### config.mk
export PLATFORM = sky130hd
export DESIGN_NAME = distance_waypoint_decimator_unit
export DESIGN_NICKNAME = d
export VERILOG_FILES = /design/src/rtl/dwd_pkg.sv /design/src/rtl/dwd_isqrt.sv /design/src/rtl/distance_waypoint_decimator_unit.sv
export SDC_FILE = /design/constraint.sdc
export NUM_CORES = 2
export LEC_CHECK = 0
export BUFFER_PORTS_ARGS = -buffer_cell sky130_fd_sc_hd__buf_2
export CAP_MARGIN = 10
export CORE_MARGIN = 1.5
export CORE_UTILIZATION = 42
export CTS_CLUSTER_DIAMETER = 100
export DETAILED_ROUTE_END_ITERATION = 10
export PLACE_DENSITY = 0.68
export SLEW_MARGIN = 20
export SYNTH_ARGS = -nofsm -noshare
export SYNTH_HDL_FRONTEND = slang
export SYNTH_SLANG_ARGS = --single-unit
### constraint.sdc
create_clock -name clock -period 26.3 [get_ports clock]
set_input_delay 5.26 -clock clock [delete_from_list [all_inputs] [get_ports clock]]
set_output_delay 5.26 -clock clock [all_outputs]
set_load 0.005 [all_outputs]
### src/rtl/dwd_pkg.sv
// ----------------------------------------------------------------------------
// Distance waypoint decimator package
// Shared types, constants and helpers for the waypoint decimator.
// ----------------------------------------------------------------------------
package dwd_pkg;

   localparam int POS_W     = 32;
   localparam int HEADING_W = 16;
   localparam int INDEX_W   = 16;
   localparam int CSR_W     = 24;
   localparam int CSR_IDX_W = 2;

   localparam int DIFF_W = POS_W + 1;
   localparam int AXIS_W = 24;
   localparam int RAD_W  = 2 * AXIS_W;
   localparam int ROOT_W = AXIS_W;
   localparam int REM_W  = ROOT_W + 2;
   localparam int CNT_W  = $clog2(ROOT_W);
   localparam int TRAV_W = 26;

   localparam logic [CSR_W-1:0] SPACING_RESET  = CSR_W'(6554);
   localparam logic [CSR_W-1:0] MIN_STEP_RESET = CSR_W'(459);
   localparam logic [CSR_W-1:0] MAX_STEP_RESET = CSR_W'(0);

   typedef enum logic [CSR_IDX_W-1:0] {
      CSR_SPACING  = 2'd0,
      CSR_MIN_STEP = 2'd1,
      CSR_MAX_STEP = 2'd2
   } csr_index_type;

   typedef enum logic [2:0] {
      ST_IDLE,
      ST_DIFF,
      ST_SQX,
      ST_SQY,
      ST_LAUNCH,
      ST_ROOT,
      ST_FILTER,
      ST_ACC
   } state_type;

   typedef struct packed {
      logic signed [POS_W-1:0]     pos_x;
      logic signed [POS_W-1:0]     pos_y;
      logic signed [HEADING_W-1:0] heading;
   } req_item_type;

   typedef struct packed {
      logic signed [POS_W-1:0]     way_x;
      logic signed [POS_W-1:0]     way_y;
      logic signed [HEADING_W-1:0] way_heading;
      logic [INDEX_W-1:0]          point_index;
   } rsp_item_type;

   typedef struct packed {
      logic              done;
      logic [ROOT_W-1:0] root;
   } sqrt_status_type;

   function automatic logic signed [AXIS_W-1:0] sat_axis(input logic signed [DIFF_W-1:0] d);
      logic signed [AXIS_W-1:0] r;
      if ((&d[DIFF_W-1:AXIS_W-1]) || !(|d[DIFF_W-1:AXIS_W-1])) begin
         r = d[AXIS_W-1:0];
      end else if (d[DIFF_W-1]) begin
         r = {1'b1, {(AXIS_W-1){1'b0}}};
      end else begin
         r = {1'b0, {(AXIS_W-1){1'b1}}};
      end
      return r;
   endfunction

endpackage

### src/rtl/dwd_isqrt.sv
// ----------------------------------------------------------------------------
// Iterative integer square root
// Bit-serial floor square root, one result bit per cycle from the top down.
// ----------------------------------------------------------------------------
module dwd_isqrt
   import dwd_pkg::*;
(
   input  logic                 clock,
   input  logic                 reset,
   input  logic                 start,
   input  logic [RAD_W-1:0]     radicand,
   output sqrt_status_type      status
);

   logic [RAD_W-1:0]  rad_ff, rad_in;
   logic [REM_W-1:0]  rem_ff, rem_in;
   logic [ROOT_W-1:0] root_ff, root_in;
   logic [CNT_W-1:0]  cnt_ff, cnt_in;
   logic              busy_ff, busy_in;
   logic              done_ff, done_in;

   logic [REM_W-1:0]  shifted;
   logic [REM_W-1:0]  trial;
   logic              ge;

   always_comb begin
      shifted = {rem_ff[REM_W-3:0], rad_ff[RAD_W-1 -: 2]};
      trial   = {root_ff, 2'b01};
      ge      = (shifted >= trial);

      rad_in  = rad_ff;
      rem_in  = rem_ff;
      root_in = root_ff;
      cnt_in  = cnt_ff;
      busy_in = busy_ff;
      done_in = 1'b0;

      if (start) begin
         rad_in  = radicand;
         rem_in  = '0;
         root_in = '0;
         cnt_in  = CNT_W'(ROOT_W - 1);
         busy_in = 1'b1;
      end else if (busy_ff) begin
         rad_in  = {rad_ff[RAD_W-3:0], 2'b00};
         rem_in  = ge ? (shifted - trial) : shifted;
         root_in = {root_ff[ROOT_W-2:0], ge};
         if (cnt_ff == '0) begin
            busy_in = 1'b0;
            done_in = 1'b1;
         end else begin
            cnt_in = cnt_ff - 1'b1;
         end
      end
   end

   always_ff @(posedge clock) begin
      rad_ff  <= rad_in;
      rem_ff  <= rem_in;
      root_ff <= root_in;
      cnt_ff  <= cnt_in;
      if (reset) begin
         busy_ff <= 1'b0;
         done_ff <= 1'b0;
      end else begin
         busy_ff <= busy_in;
         done_ff <= done_in;
      end
   end

   assign status.done = done_ff;
   assign status.root = root_ff;

`ifndef SYNTHESIS
   a_start_busy : assert property (@(posedge clock) disable iff (reset)
      start |=> busy_ff)
      else $error("square root did not start");
   a_done_idle : assert property (@(posedge clock) disable iff (reset)
      done_ff |-> !busy_ff)
      else $error("square root done while still iterating");
   a_fell_done : assert property (@(posedge clock) disable iff (reset)
      $fell(busy_ff) |-> done_ff)
      else $error("square root stopped without done");
`endif

endmodule

### src/rtl/distance_waypoint_decimator_unit.sv
// ----------------------------------------------------------------------------
// Distance waypoint decimator
// Thins pose samples to waypoints spaced by travelled distance.
// ----------------------------------------------------------------------------
//  channel  direction  handshake         beat
//  req      in         req_valid/stall   pos_x, pos_y, heading
//  rsp      out        rsp_valid/stall   way_x, way_y, way_heading, point_index
//  csr      in         csr_valid/ready   csr_index, csr_data
//
//  A sample passes from accept to the next accept through the axis
//  differences, the squares of both differences on the shared multiplier,
//  the root launch, the bit-serial square root, the filter and accumulate
//  steps and the return to idle. The first sample after reset skips the arithmetic.
//  Reset is synchronous and restores the register defaults.
//  A waypoint waits in the output register; a new sample is accepted while
//  it waits, and only a second waypoint holds the block until it drains.
// ----------------------------------------------------------------------------
module distance_waypoint_decimator_unit
   import dwd_pkg::*;
(
   input  logic                  clock,
   input  logic                  reset,
   input  logic                  req_valid,
   output logic                  req_stall,
   input  req_item_type          req_data,
   output logic                  rsp_valid,
   input  logic                  rsp_stall,
   output rsp_item_type          rsp_data,
   input  logic                  csr_valid,
   output logic                  csr_ready,
   input  logic [CSR_IDX_W-1:0]  csr_index,
   input  logic [CSR_W-1:0]      csr_data
);

   state_type                   state_ff, state_in;
   logic signed [POS_W-1:0]     cur_x_ff, cur_x_in;
   logic signed [POS_W-1:0]     cur_y_ff, cur_y_in;
   logic signed [HEADING_W-1:0] cur_hd_ff, cur_hd_in;
   logic signed [POS_W-1:0]     prev_x_ff, prev_x_in;
   logic signed [POS_W-1:0]     prev_y_ff, prev_y_in;
   logic                        started_ff, started_in;
   logic                        first_ff, first_in;
   logic signed [AXIS_W-1:0]    dx_ff, dx_in;
   logic signed [AXIS_W-1:0]    dy_ff, dy_in;
   logic [RAD_W-1:0]            sq_ff, sq_in;
   logic [ROOT_W-1:0]           step_ff, step_in;
   logic [TRAV_W-1:0]           trav_ff, trav_in;
   logic [INDEX_W-1:0]          count_ff, count_in;
   logic [CSR_W-1:0]            spacing_ff, spacing_in;
   logic [CSR_W-1:0]            min_step_ff, min_step_in;
   logic [CSR_W-1:0]            max_step_ff, max_step_in;
   logic                        rsp_valid_ff, rsp_valid_in;
   rsp_item_type                rsp_data_ff, rsp_data_in;

   logic signed [DIFF_W-1:0]    diff_x;
   logic signed [DIFF_W-1:0]    diff_y;
   logic signed [AXIS_W-1:0]    mul_a;
   logic signed [RAD_W-1:0]     prod;
   logic [TRAV_W:0]             trav_sum;
   logic [TRAV_W-1:0]           trav_sat;
   logic                        emit_now;
   logic                        out_free;
   logic                        sqrt_start;
   sqrt_status_type             sqrt_status;

   dwd_isqrt u_isqrt (
      .clock    (clock),
      .reset    (reset),
      .start    (sqrt_start),
      .radicand (sq_ff),
      .status   (sqrt_status)
   );

   assign diff_x   = {cur_x_ff[POS_W-1], cur_x_ff} - {prev_x_ff[POS_W-1], prev_x_ff};
   assign diff_y   = {cur_y_ff[POS_W-1], cur_y_ff} - {prev_y_ff[POS_W-1], prev_y_ff};
   assign mul_a    = (state_ff == ST_SQX) ? dx_ff : dy_ff;
   assign prod     = mul_a * mul_a;
   assign trav_sum = {1'b0, trav_ff} + {{(TRAV_W + 1 - ROOT_W){1'b0}}, step_ff};
   assign trav_sat = trav_sum[TRAV_W] ? {TRAV_W{1'b1}} : trav_sum[TRAV_W-1:0];
   assign out_free = !rsp_valid_ff || !rsp_stall;

   always_comb begin
      state_in     = state_ff;
      cur_x_in     = cur_x_ff;
      cur_y_in     = cur_y_ff;
      cur_hd_in    = cur_hd_ff;
      prev_x_in    = prev_x_ff;
      prev_y_in    = prev_y_ff;
      started_in   = started_ff;
      first_in     = first_ff;
      dx_in        = dx_ff;
      dy_in        = dy_ff;
      sq_in        = sq_ff;
      step_in      = step_ff;
      trav_in      = trav_ff;
      count_in     = count_ff;
      rsp_valid_in = rsp_valid_ff && rsp_stall;
      rsp_data_in  = rsp_data_ff;
      sqrt_start   = 1'b0;
      req_stall    = 1'b1;
      emit_now     = first_ff || (trav_sat >= {{(TRAV_W - CSR_W){1'b0}}, spacing_ff});

      case (state_ff)
         ST_IDLE: begin
            req_stall = 1'b0;
            if (req_valid) begin
               cur_x_in  = req_data.pos_x;
               cur_y_in  = req_data.pos_y;
               cur_hd_in = req_data.heading;
               state_in  = ST_DIFF;
            end
         end
         ST_DIFF: begin
            prev_x_in = cur_x_ff;
            prev_y_in = cur_y_ff;
            if (!started_ff) begin
               started_in = 1'b1;
               first_in   = 1'b1;
               state_in   = ST_ACC;
            end else begin
               first_in = 1'b0;
               dx_in    = sat_axis(diff_x);
               dy_in    = sat_axis(diff_y);
               state_in = ST_SQX;
            end
         end
         ST_SQX: begin
            sq_in    = $unsigned(prod);
            state_in = ST_SQY;
         end
         ST_SQY: begin
            sq_in    = sq_ff + $unsigned(prod);
            state_in = ST_LAUNCH;
         end
         ST_LAUNCH: begin
            sqrt_start = 1'b1;
            state_in   = ST_ROOT;
         end
         ST_ROOT: begin
            if (sqrt_status.done) begin
               state_in = ST_FILTER;
            end
         end
         ST_FILTER: begin
            if ((sqrt_status.root < min_step_ff) ||
                ((max_step_ff != '0) && (sqrt_status.root > max_step_ff))) begin
               step_in = '0;
            end else begin
               step_in = sqrt_status.root;
            end
            state_in = ST_ACC;
         end
         ST_ACC: begin
            if (!emit_now || out_free) begin
               if (!first_ff) begin
                  trav_in = emit_now ? '0 : trav_sat;
               end
               if (emit_now) begin
                  rsp_valid_in            = 1'b1;
                  rsp_data_in.way_x       = cur_x_ff;
                  rsp_data_in.way_y       = cur_y_ff;
                  rsp_data_in.way_heading = cur_hd_ff;
                  rsp_data_in.point_index = count_ff;
                  if (count_ff != {INDEX_W{1'b1}}) begin
                     count_in = count_ff + 1'b1;
                  end
               end
               state_in = ST_IDLE;
            end
         end
         default: begin
            state_in = ST_IDLE;
         end
      endcase
   end

   always_comb begin
      spacing_in  = spacing_ff;
      min_step_in = min_step_ff;
      max_step_in = max_step_ff;
      if (csr_valid) begin
         case (csr_index)
            CSR_SPACING:  spacing_in  = csr_data;
            CSR_MIN_STEP: min_step_in = csr_data;
            CSR_MAX_STEP: max_step_in = csr_data;
            default: begin
            end
         endcase
      end
   end

   always_ff @(posedge clock) begin
      cur_x_ff    <= cur_x_in;
      cur_y_ff    <= cur_y_in;
      cur_hd_ff   <= cur_hd_in;
      first_ff    <= first_in;
      dx_ff       <= dx_in;
      dy_ff       <= dy_in;
      sq_ff       <= sq_in;
      step_ff     <= step_in;
      rsp_data_ff <= rsp_data_in;
      if (reset) begin
         state_ff     <= ST_IDLE;
         prev_x_ff    <= '0;
         prev_y_ff    <= '0;
         started_ff   <= 1'b0;
         trav_ff      <= '0;
         count_ff     <= '0;
         spacing_ff   <= SPACING_RESET;
         min_step_ff  <= MIN_STEP_RESET;
         max_step_ff  <= MAX_STEP_RESET;
         rsp_valid_ff <= 1'b0;
      end else begin
         state_ff     <= state_in;
         prev_x_ff    <= prev_x_in;
         prev_y_ff    <= prev_y_in;
         started_ff   <= started_in;
         trav_ff      <= trav_in;
         count_ff     <= count_in;
         spacing_ff   <= spacing_in;
         min_step_ff  <= min_step_in;
         max_step_ff  <= max_step_in;
         rsp_valid_ff <= rsp_valid_in;
      end
   end

   assign csr_ready = 1'b1;
   assign rsp_valid = rsp_valid_ff;
   assign rsp_data  = rsp_data_ff;

`ifndef SYNTHESIS
   a_count_sat : assert property (@(posedge clock) disable iff (reset)
      (count_ff == {INDEX_W{1'b1}}) |=> (count_ff == {INDEX_W{1'b1}}))
      else $error("waypoint index wrapped");
   a_emit_src : assert property (@(posedge clock) disable iff (reset)
      $rose(rsp_valid_ff) |-> ($past(state_ff) == ST_ACC))
      else $error("waypoint beat raised outside accumulate step");
   a_started_holds : assert property (@(posedge clock) disable iff (reset)
      started_ff |=> started_ff)
      else $error("started flag dropped without reset");
`endif

endmodule

# After elaboration in Yosys (flattened, before gate mapping)

Index checks and enable logic that the tools add are counted.

$lt $le $gt $ge: 4
Multiplexer cells: 26
Eq/ne operators: 13
Add/sub/neg operators: 7
Multipliers: 1
Bitwise logic cells: 3
Reduce and logical (&&, ||, !) cells: 34

Operator list:

| cell                    | number |
|---|---|
| $mux W24                | 6 |
| $mux W48                | 2 |
| $pmux W48 S2            | 1 |
| $sub A32 B32 Y33        | 2 |
| $mux W26                | 2 |
| $add A48 B48 Y48        | 1 |
| $mul A24 B24 Y48        | 1 |
| $add A26 B24 Y27        | 1 |
| $ge A26 B24 Y1          | 1 |
| $ge A26 B26 Y1          | 1 |
| $gt A24 B24 Y1          | 1 |
| $lt A24 B24 Y1          | 1 |
| $pmux W3 S8             | 1 |
| $reduce_bool A24 Y1     | 1 |
| $sub A24 B24 Y24        | 1 |
| $reduce_and A10 Y1      | 2 |
| $reduce_or A10 Y1       | 2 |
| $add A16 B1 Y16 const B | 1 |
| $ne A16 B16 Y1 const B  | 1 |
| $eq A3 B3 Y1 const B    | 4 |
| $mux W3                 | 4 |
| $reduce_and A2 Y1       | 6 |
| $mux W1                 | 10 |
| $reduce_and A3 Y1       | 3 |
| other kinds (17)        | 32 |

Word-level logic and storage cells: 116
Register bits after elaboration: 583
Output and inout port bits: 99
Bits of input ports: 111

# Logic depth before layout (Yosys ltp)

Depth in word-level cells: 8
Gate-level depth with buffers: 45
Gate-level depth less buffers: 41

# Hierarchy

A second synthesis with hierarchy kept.

Cell total of the unflattened synthesis: 5201
Area, all modules: 50362.1 um2

By module, submodules not included:

| module                           | times used | area an instance (um2) | cells each |
|---|---|---|---|
| distance_waypoint_decimator_unit | 1          | 44791.7                | 4660 |
| dwd_isqrt                        | 1          | 5570.3                 | 541 |

# Least setup slack after synthesis

No wires, ideal clock.

Path kind: flip-flop to flip-flop
Start point: reg state_ff[1]
End point: reg sq_ff[41], data pin
Path buffers: 3
Data arrival time: 12.058 ns
Library setup time: 0.260 ns
Stages on the path, launching flop included: 40
Setup slack: 13.983 ns
Data required time: 26.040 ns
Clock period less this slack: 12.317 ns
Cell sequence: dfxtp_1 -> nor2b_1 -> nor2b_1 -> clkbuf_1 -> buf_1 -> mux2_2 -> inv_1 -> clkbuf_1 -> nor2_1 -> fa_1 -> fa_1 -> inv_1 -> fa_1 -> fa_1 -> inv_1 -> fa_1 -> fa_1 -> inv_1 -> [4 not listed] -> nor2_1 -> o41ai_1 -> o21ai_0 -> a31oi_1 -> o21bai_1 -> a21o_1 -> a31oi_1 -> xnor2_1 -> ha_1 -> nand3_1 -> nor3_1 -> o21ai_0 -> a211o_1 -> o21ai_1 -> and3_1 -> a31oi_1 -> xnor2_1 -> mux2_2

Cells in the longest elaborated chain, start to end: 5
Elaborated cells between the ends (all ways): 6
Those cells by class: add/sub (1); mul (1); eq/ne (2); mux (2)

Ends and longest elaborated chain:

| item                   | line                                                                            | text |
|---|---|---|
| from (decl)            | distance_waypoint_decimator_unit.sv:35                                          | `state_type state_ff, state_in;` |
| from (signal assigned) | distance_waypoint_decimator_unit.sv:214                                         | `state_ff <= state_in;` |
| $eq A3 B2 Y1           | distance_waypoint_decimator_unit.sv:76, distance_waypoint_decimator_unit.sv:103 |  |
| $mux W24               | distance_waypoint_decimator_unit.sv:76                                          | `assign mul_a = (state_ff == ST_SQX) ? dx_ff : dy_ff;` |
| $mul A24 B24 Y48       | distance_waypoint_decimator_unit.sv:77                                          | `assign prod = mul_a * mul_a;` |
| $add A48 B48 Y48       | distance_waypoint_decimator_unit.sv:132                                         | `sq_in = sq_ff + $unsigned(prod);` |
| $pmux W48 S2 *         | distance_waypoint_decimator_unit.sv:103                                         | `case (state_ff)` |
| via sq_in[41]          | distance_waypoint_decimator_unit.sv:45                                          | `logic [RAD_W-1:0] sq_ff, sq_in;` |
| to (signal assigned)   | distance_waypoint_decimator_unit.sv:199                                         | `sq_ff <= sq_in;` |
| to (decl)              | distance_waypoint_decimator_unit.sv:45                                          |  |

Mark *: on every way through the listed nets, which the timed path passes. The rest lies on a longest branch.
A chain may end at the register's enable or synchronous reset.

# Worst setup path after layout

Ends and elaborated chain as after synthesis.

==> metrics.txt <==
post-synth net total 6247; #FFs+latches synth 583; Fin. Hold Viols 0; number of setup buffers added after CTS 0; Area growth, synth to finish 9.538%; HP Class reg -> reg; clk slew on worst S/H paths 60 ps; max incr delay on CP 900 ps; Routed WL 121800 µm; drt drc 0; DP HPWL 94130 µm; NumNets Final 6388; Setup Skew 31.04 ps; Post-synth ARST share 0%; PostCTS Resize Cnt 0; startpoint types flop; part of the cycle the worst path needs 48.43%; hold path startpoint cur_hd_ff[0]$_DFFE_PP_; gr ovfl total 0; DR pass1 iterations 6; number of global-route vias before repair 36730; CTS tree done; antenna violations before repair 5; Post-synth EDFFs 345; WS Path Type reg -> reg; Reg2Reg Launch Point state_ff[1]$_SDFFE_PP0P_; Worst Setup SP state_ff[1]$_SDFFE_PP0P_; Slowest cell on crit path mux2i_1; Vias 36520; Starting Density 42.26%; Tmin final 12740 ps; first-pass GRT wire length 194900 µm; most common cell after layout, fill and taps aside inv_1; Rel. slew slack 28.78%; routability cong. 0.9498; gr usage total 20.14%; synthesized area 0.04984 mm²; Die H 347.5 µm; Vias per Instance 5.268; # rows 126; Root Driver clkbuf_16; core footprint 0.1179 mm²; hold bufs inserted after CTS 0; crit end category flop; Max FO, Critical Path 52; largest net degree at the start of global routing 76; I/O pin cnt 210; Worst Path Required 26670 ps; die area 0.1207 mm²; fmax 0.07851 GHz; RSZ-0062 raised after global routing false; layout cells sized above 1 8.230%; Primary FF master, synth edfxtp_1; Critical Path AT 13100 ps; clock buffer depth 3; synthesized instance count 5201; CTS sink cnt 583; maxcap violations 0; synthesized area per cell 9.582 µm²; clock latency on the worst-skew pair 630 ps; FILL cells 11140; DRT antenna net count 0; synth warn 0; most frequent cell on the critical path fa_1; Setup TNS 0 ps; port buffer count 208; WL/cell 17.57 µm; commonest non-fill, non-tap cells in the layout inv_1 (891), nand2_1 (759), fa_1 (557); outcome finished, final reports clean; cts bufs inserted 67; Max Transition Viols Final 0; Iter 0 DRT Violations 2599; setup-violating endpoint count in the final report 0; Worst Max-Slew Pin Slew 1068 ps; die width 347.5 µm; post-synth cell types 94; register area share after synthesis 30.35%; H-tree levels 3
-- worst max-delay path: cells and delay by family (launching register included) --
family	cells	cell delay (ps)
adders and majority gates	9	4220
AOI/OAI and AO/OA	10	2530
buffers and inverters	9	2290
and+or+nand+nor	8	1450
muxes	2	1160
DFF	1	500
xor gates and xnor gates	2	270
-- final timing paths --
path	slack, ps	cells past startpoint	endpoint
max reg2reg	13560	40	sq_ff[41]$_DFFE_PP_
min	420	0	rsp_data[16]$_DFFE_PP_
max	13560	40	sq_ff[41]$_DFFE_PP_
min reg2reg	420	0	rsp_data[16]$_DFFE_PP_
-- state kept, by name, indices dropped and copies added, names as in the netlist, 24 cells and up --
signal / count
u_isqrt.rem_ff: 24
sq_ff: 48
min_step_ff: 24
step_ff: 24
rsp_data: 96
cur_x_ff: 32
dx_ff: 24
u_isqrt.rad_ff: 48
u_isqrt.root_ff: 24
cur_y_ff: 32
dy_ff: 24
spacing_ff: 24
trav_ff: 26
prev_y_ff: 32
max_step_ff: 24
prev_x_ff: 32
-- synthesized netlist by cell type, drive strengths merged (5+ instances only) --
cell / n / area, µm²
inv: 895 / 3359
nand2: 762 / 2860
fa: 557 / 11150
ha: 378 / 4730
edfxtp: 345 / 10360
a21oi: 333 / 1682
nor2: 258 / 968.4
dfxtp: 238 / 4765
o21ai: 234 / 1212
clkbuf: 140 / 528.0
xnor2: 127 / 1112
a21o: 106 / 795.8
xor2: 89 / 779.5
mux2i: 56 / 560.5
nor2b: 48 / 300.3
nand4: 43 / 275.3
nand3: 42 / 215.2
o21a: 39 / 292.8
and2: 36 / 225.2
nand2b: 33 / 206.5
nor3: 33 / 170.2
o21bai: 33 / 251.5
buf: 31 / 180.2
a211oi: 29 / 235.2
o211ai: 29 / 222.7
mux2: 27 / 304.0
a31oi: 25 / 177.7
a22o: 24 / 210.2
and3: 24 / 150.1
nor4: 19 / 131.4
or3: 18 / 112.6
o31ai: 17 / 151.4
and4: 10 / 87.58
a2111oi: 8 / 107.6
a211o: 8 / 70.07
o41ai: 8 / 85.08
or2: 8 / 50.05
o22ai: 7 / 43.79
or4: 7 / 52.55
a41oi: 6 / 52.55
clkinv: 6 / 22.52
a31o: 5 / 43.79
o311ai: 5 / 43.80
o31a: 5 / 43.79
-- per-layer routing --
metal  global-route usage, %  wire length (µm)  part of all wire (%)
met4                   6.238              3478                   2.9
met2                   32.71             57010                    47
met3                   4.483              8971                   7.4
met5                       0                12                0.0098
met1                   26.78             52360                    43
-- final cells by class --
| type | instances | area [µm²] | area share (%) |
|---|---|---|---|
| Antenna cell | 2 | 5.005 | 0.009168 |
| Clock buffer | 91 | 1837 | 3.365 |
| Clock inverter | 31 | 307.8 | 0.5638 |
| Inverter | 901 | 3385 | 6.200 |
| Multi-Input combinational cell | 3546 | 30700 | 56.24 |
| Sequential cell | 583 | 15130 | 27.71 |
| Tap cell | 1536 | 1922 | 3.520 |
| Timing Repair Buffer | 243 | 1306 | 2.393 |
-- cell families (layout without fill, tap and decap cells) --
logic type,after synthesis,in the layout,synth area share (%)
compound gates,954,954,12.12
flops,583,583,30.35
xor+xnor,216,216,3.796
buf+inv,1072,1266,8.207
mux,83,83,1.735
other cells,1,3,0.007524
fa+ha+maj,935,935,31.86
simple gates,1357,1357,11.93
-- through the flow --
| step | cells | hold WS (ps) | cell area (µm²) | utilization, % | setup WS [ps] |
|---|---|---|---|---|---|
| final | 6933 | 420.1 | 54590 | 46.29 | 13560 |
| after global routing | 6932 | 426.1 | 54590 | 46.29 | 12870 |
| after CTS | 6931 | 422.2 | 54580 | 46.29 | 13820 |
| after detailed placement | 6809 | 407.7 | 52440 | 44.47 | 13920 |
| after global placement | 6809 | 401.0 | 52420 | 44.46 | 14060 |
| after floorplan | 5201 | 400.3 | 49840 | - | 13980 |
Power is left out: the tool's default activity adds up to more than one toggle a clock period on the data nets, which glitch-free logic cannot reach.
